[config.mk]
export PLATFORM = sky130hd
export DESIGN_NAME = swlm_loss_calc
export DESIGN_NICKNAME = d
export VERILOG_FILES = /design/src/rtl/swlm_pkg.sv /design/src/rtl/swlm_loss_calc.sv
export VERILOG_INCLUDE_DIRS = /design/src /design/src/rtl
export SDC_FILE = /design/constraint.sdc
export NUM_CORES = 1
export LEC_CHECK = 0
export BUFFER_PORTS_ARGS = -buffer_cell sky130_fd_sc_hd__buf_2
export CORE_MARGIN = 4
export CORE_UTILIZATION = 40
export CTS_BUF_LIST = sky130_fd_sc_hd__clkbuf_8
export DETAILED_ROUTE_END_ITERATION = 8
export PLACE_DENSITY_LB_ADDON = 0.05
export REMOVE_ABC_BUFFERS = 1
export SYNTH_ARGS = -nofsm -noshare
export SYNTH_HDL_FRONTEND = slang
export SYNTH_SLANG_ARGS = --single-unit
[constraint.sdc]
create_clock -name clk -period 12.8 [get_ports clk]
set_input_delay 0 -clock clk [delete_from_list [all_inputs] [get_ports clk]]
set_output_delay 0 -clock clk [all_outputs]
set_load 0.01 [all_outputs]
[src/rtl/assert_macros.svh]
// Assertion macros shared by the sequence window loss monitor modules.
`ifndef ASSERT_MACROS_SVH
`define ASSERT_MACROS_SVH

// Checks that a condition holds at every clock edge outside reset.
`define ASSERT_ALWAYS(lbl, ck, rn, cond) \
    lbl: assert property (@(posedge ck) disable iff (!rn) (cond)) \
        else $error("assertion failed: condition does not hold");

// Checks that a trigger implies a condition at the same clock edge.
`define ASSERT_IMPLY(lbl, ck, rn, trig, cond) \
    lbl: assert property (@(posedge ck) disable iff (!rn) (trig) |-> (cond)) \
        else $error("assertion failed: implication does not hold");

`endif

[src/rtl/swlm_pkg.sv]
// Shared constants for the sequence window loss monitor.
package swlm_pkg;

    localparam int WINDOW_DEFAULT = 256;
    localparam int SEQ_W          = 64;
    localparam int THRESH_W       = 17;
    localparam int FRAC_BITS      = 16;
    localparam int EXP_OUT_W      = 9;
    localparam int RCV_OUT_W      = 9;
    localparam int LOST_OUT_W     = 8;

    localparam logic [THRESH_W-1:0] THRESH_RESET = 17'd6554;

endpackage

[src/rtl/swlm_loss_calc.sv]
// Lost count and threshold compare stage for the loss warning.
`include "assert_macros.svh"

module swlm_loss_calc #(
    parameter int CNT_W = 9
) (
    input  logic                          clk,
    input  logic                          rst_n,
    input  logic                          start,
    input  logic [CNT_W-1:0]              expected,
    input  logic [CNT_W-1:0]              received,
    input  logic [swlm_pkg::THRESH_W-1:0] threshold,
    output logic [CNT_W-1:0]              lost,
    output logic                          warn
);

    localparam int PROD_W = swlm_pkg::THRESH_W + CNT_W;

    logic [CNT_W-1:0]  lost_reg;
    logic [PROD_W-1:0] prod_reg;
    logic              done_reg;
    logic [PROD_W-1:0] lhs;

    always_ff @(posedge clk)
    begin
        if (start)
        begin
            lost_reg <= expected - received;
            prod_reg <= PROD_W'(threshold) * PROD_W'(expected);
        end
    end

    always_ff @(posedge clk or negedge rst_n)
    begin
        if (!rst_n)
        begin
            done_reg <= 1'b0;
        end
        else
        begin
            done_reg <= start;
        end
    end

    assign lhs  = {1'b0, lost_reg, {swlm_pkg::FRAC_BITS{1'b0}}};
    assign lost = lost_reg;
    assign warn = lhs > prod_reg;

    // With nothing lost the loss fraction cannot exceed any threshold.
    `ASSERT_IMPLY(a_no_loss_no_warn, clk, rst_n, done_reg && (lost_reg == '0), !warn)

endmodule

# Yosys cells after proc, flatten, opt, wreduce, memory -nomap -nowiden
# Cells that the tools add are included.
# Widths: inputs -> output; s select.
[word_totals]
ff_bits = 35
out_inout_bits = 10
[op_classes]
add_sub_neg = 1
multipliers = 1
magnitude_cmp = 1
[ops]
columns = ["operator", "n"]
rows = [
  ["$gt 25x26->1", 1],
  ["$mul 17x9->26", 1],
  ["$sub 9x9->9", 1],
]

# Logic depth before layout (Yosys ltp)
[logic_depth]
ltp_word = 1
ltp_mapped = 20

# Worst setup path before layout
# No wires, ideal clock.
[synth_timing]
path_type = "input-to-reg"
startpoint = "input port expected[2]"
endpoint = "register prod_reg[25], data pin"
arrival_ns = 4.592
slack_ns = 8.001
stages = 18
path_cell_list = "clkbuf_1 clkbuf_1 nand2_1 fa_1 inv_1 fa_1 fa_1 inv_1 fa_1 inv_1 ha_1 and3_4 and3_1 a211oi_2 a21oi_2 a221o_2 mux2i_1 a2111oi_0"
[synth_between]
elab_chain_cells = 1
[synth_lines]
columns = ["element", "line", "text"]
rows = [
  ["from (decl)", "swlm_loss_calc.sv:10", "input logic [CNT_W-1:0] expected,"],
  ["$mul 17x9->26", "swlm_loss_calc.sv:29", "prod_reg <= PROD_W'(threshold) * PROD_W'(expected);"],
  ["to (signal assigned)", "swlm_loss_calc.sv:29", ""],
  ["to (decl)", "swlm_loss_calc.sv:20", "logic [PROD_W-1:0] prod_reg;"],
]
# No other way between the ends.
# A chain may end at the register's enable or synchronous reset.

# Worst setup path after layout
# Same ends and word-level chain as after synthesis.

==> out/results.txt <==
# DRC = 0
Core Area = 0.01589 sq mm
Via density = 4.879
EDFF count, synth = 35
Final worst path period need = 4.898 ns
Max-Cap Viols = 0
Largest net degree at the start of global routing = 36
Die X = 135.4 um
Crit share post-route = 0.3827
Std cell rows = 46
Io pins = 48
CP Launch Type = input port
Top cells by count, synth = 164 x inv_1, 107 x fa_1, 86 x nand2_1
Total Wirelength = 14400 um
Flop pwr share = 0.181
Filler cell count = 1645
Comb power frac = 0.759
Internal Pwr Total = 0.6721 mW
WS Path Type = input port to flip-flop
Gr usage total = 0.1702
Fmax = 204.2 MHz
Post-DP Area = 0.006923 sq mm
Slew margin rel. = 0.4778
First-pass GRT wire length = 25370 um
PwrDens = 181.8 mW/mm^2
Crit path max fanout = 18
1st-pass router iterations = 4
RSZ-0062 raised after global routing = false
Top layer in use = met4
Power Total = 1.274 mW
Via count = 4655
Hold Crit Class = input port to flip-flop
Yosys reg bits = 35
Die Ht = 135.4 um
WL met2 = 6778 um
Inst Count DP = 946
Post-route cell area = 0.007008 sq mm
Top cell type's share of synthesized area = 0.3301
Max clock buf depth = 2
Critical path capture point type = flip-flop
Clock Power Share = 0.059
Gate Count Post-Synth = 702
Root Driver = clkbuf_8
Peak supply drop = 0.09136 mV
Clock Pin Slew Worst Setup and Hold Paths = 0.07 ns
Met3 wire len = 407 um
Synth Cell Area = 0.006490 sq mm
Top_reg_cell synth = edfxtp_1
Count leader, synth = inv_1
Area leader, netlist = fa_1
Worst Path Arrival = 4.94 ns
Cell variety after synth = 41
Switching power = 0.6020 mW
Switching share of total power = 0.4725
Multi-input gate area = 0.004756 sq mm
Ys async rst share = 0
Non-filler cells, final = 954
# H-tree levels = 2
Detail Route Antenna Nets = 0
Vias in the first global route = 5290
Fin nets = 945
TritonCTS buffer count = 5
Antenna violations before repair = 0
Run status = complete, no violations
Ant. Diodes = 0
Area Growth Syn to Fin = 7.981%
Ys Warns = 0
Max reg flops = 26
Leakage power = 3.622 nW
Register area = 0.001051 sq mm
Setup TNS = 0 ns
Starting Density = 0.4086
Port Buf Inserts = 46
Critical Path RT = 12.84 ns
Final HPWL DP = 11520 um
Top post-synthesis cells by area = fa_1 33%, edfxtp_1 16%, ha_1 12%, inv_1 9.5%, and2_1 7.9%
Max-slew violations = 0
CTS sink count = 35
Sequential-to-total area share from yosys stat = 0.1619
Fin. Hold Viols = 0
Post-CTS Setup Inserts = 0
Layout cells sized above 1 = 0.08266
Hold_buf cts = 0
Routed length on met1 = 7117 um
Setup violators final = 0
Iteration-0 DRC count of the detailed router = 182
Avg Cell Area, Syn = 9.245 sq um
Total gr overflow = 0
Die ar. = 0.01833 sq mm
CTS tree = done
CTS resizes = 0
Slew @ Worst Pin = 0.7833 ns
Gpl congestion = 0.8005
Wire per inst = 15.09 um
-- routing by layer --
layer,vias up,global-route usage
met5,-,0
met2,71,0.2860
li1,2229,-
met4,0,0.02128
met1,2345,0.2486
met3,10,0.01449
-- cell usage in the layout, fill, tap and decap left out, types with 7 or more instances in the layout --
cell type / netlist / routed
xor2_1: 10 / 10
nor2b_1: 7 / 7
fa_1: 107 / 107
xnor2_1: 16 / 16
nand2_1: 86 / 86
ha_1: 63 / 63
edfxtp_1: 35 / 35
nor2_1: 11 / 11
inv_1: 164 / 165
o21ai_0: 12 / 12
a21o_1: 14 / 14
a21oi_1: 24 / 24
buf_2: 0 / 46
and2_1: 82 / 82
-- worst max-delay path, stage by stage --
cell,delay [ns]
buf_2,0.40
nand2_1,0.15
fa_1,0.55
inv_1,0.05
fa_1,0.47
fa_1,0.50
inv_1,0.06
fa_1,0.54
inv_1,0.04
ha_1,0.36
and3_4,0.23
and3_1,0.18
a211oi_2,0.29
a21oi_2,0.15
a221o_2,0.41
mux2i_1,0.13
a2111oi_0,0.42
-- final timing paths --
kind  cells past startpoint   startpoint  slack [ns]           end
max                      17  expected[2]        7.90  prod_reg[25]
min                       3  received[0]        0.10       lost[0]
-- cell families (layout without fill, tap and decap cells) --
family,Yosys count,count (layout),share of synthesized area
muxes,1,1,0.001542
AOI/OAI and AO/OA,74,74,0.07538
xor gates and xnor gates,26,26,0.03509
DFF,35,35,0.1619
buffers and inverters,182,218,0.1053
and+or+nand+nor,214,214,0.1693
adders and majority gates,170,170,0.4515
-- through the flow --
stage               hold slack [ns]  utilization  setup slack (ns)
floorplan                    0.1125            -             8.390
global placement             0.3865       0.4358             7.666
detailed placement           0.3977       0.4358             7.607
CTS                         0.09064       0.4412             7.891
global route                 0.1022       0.4412             7.660
finish                       0.1033       0.4412             7.902
-- cell type report --
type / count / area share
clock inverters: 3 / 0.002321
repair buffers: 46 / 0.03285
multi-input cells: 485 / 0.6786
inverters: 164 / 0.08784
clock buffers: 5 / 0.009820
flip-flops and latches: 35 / 0.1500
well taps: 216 / 0.03856
-- power by group through the flow --
| stage | clock network, mW | logic, mW | registers [mW] |
|---|---|---|---|
| 6_report | 0.0757 | 0.967 | 0.231 |
| 5_1_grt | 0.0826 | 1.13 | 0.235 |
| 4_1_cts | 0.0792 | 0.982 | 0.232 |
| 3_5_place_dp | 0 | 0.974 | 0.234 |
| 3_3_place_gp | 0 | 0.964 | 0.234 |
| 2_1_floorplan | 0 | 0.749 | 0.231 |
(Power assumes the default switching activity.)
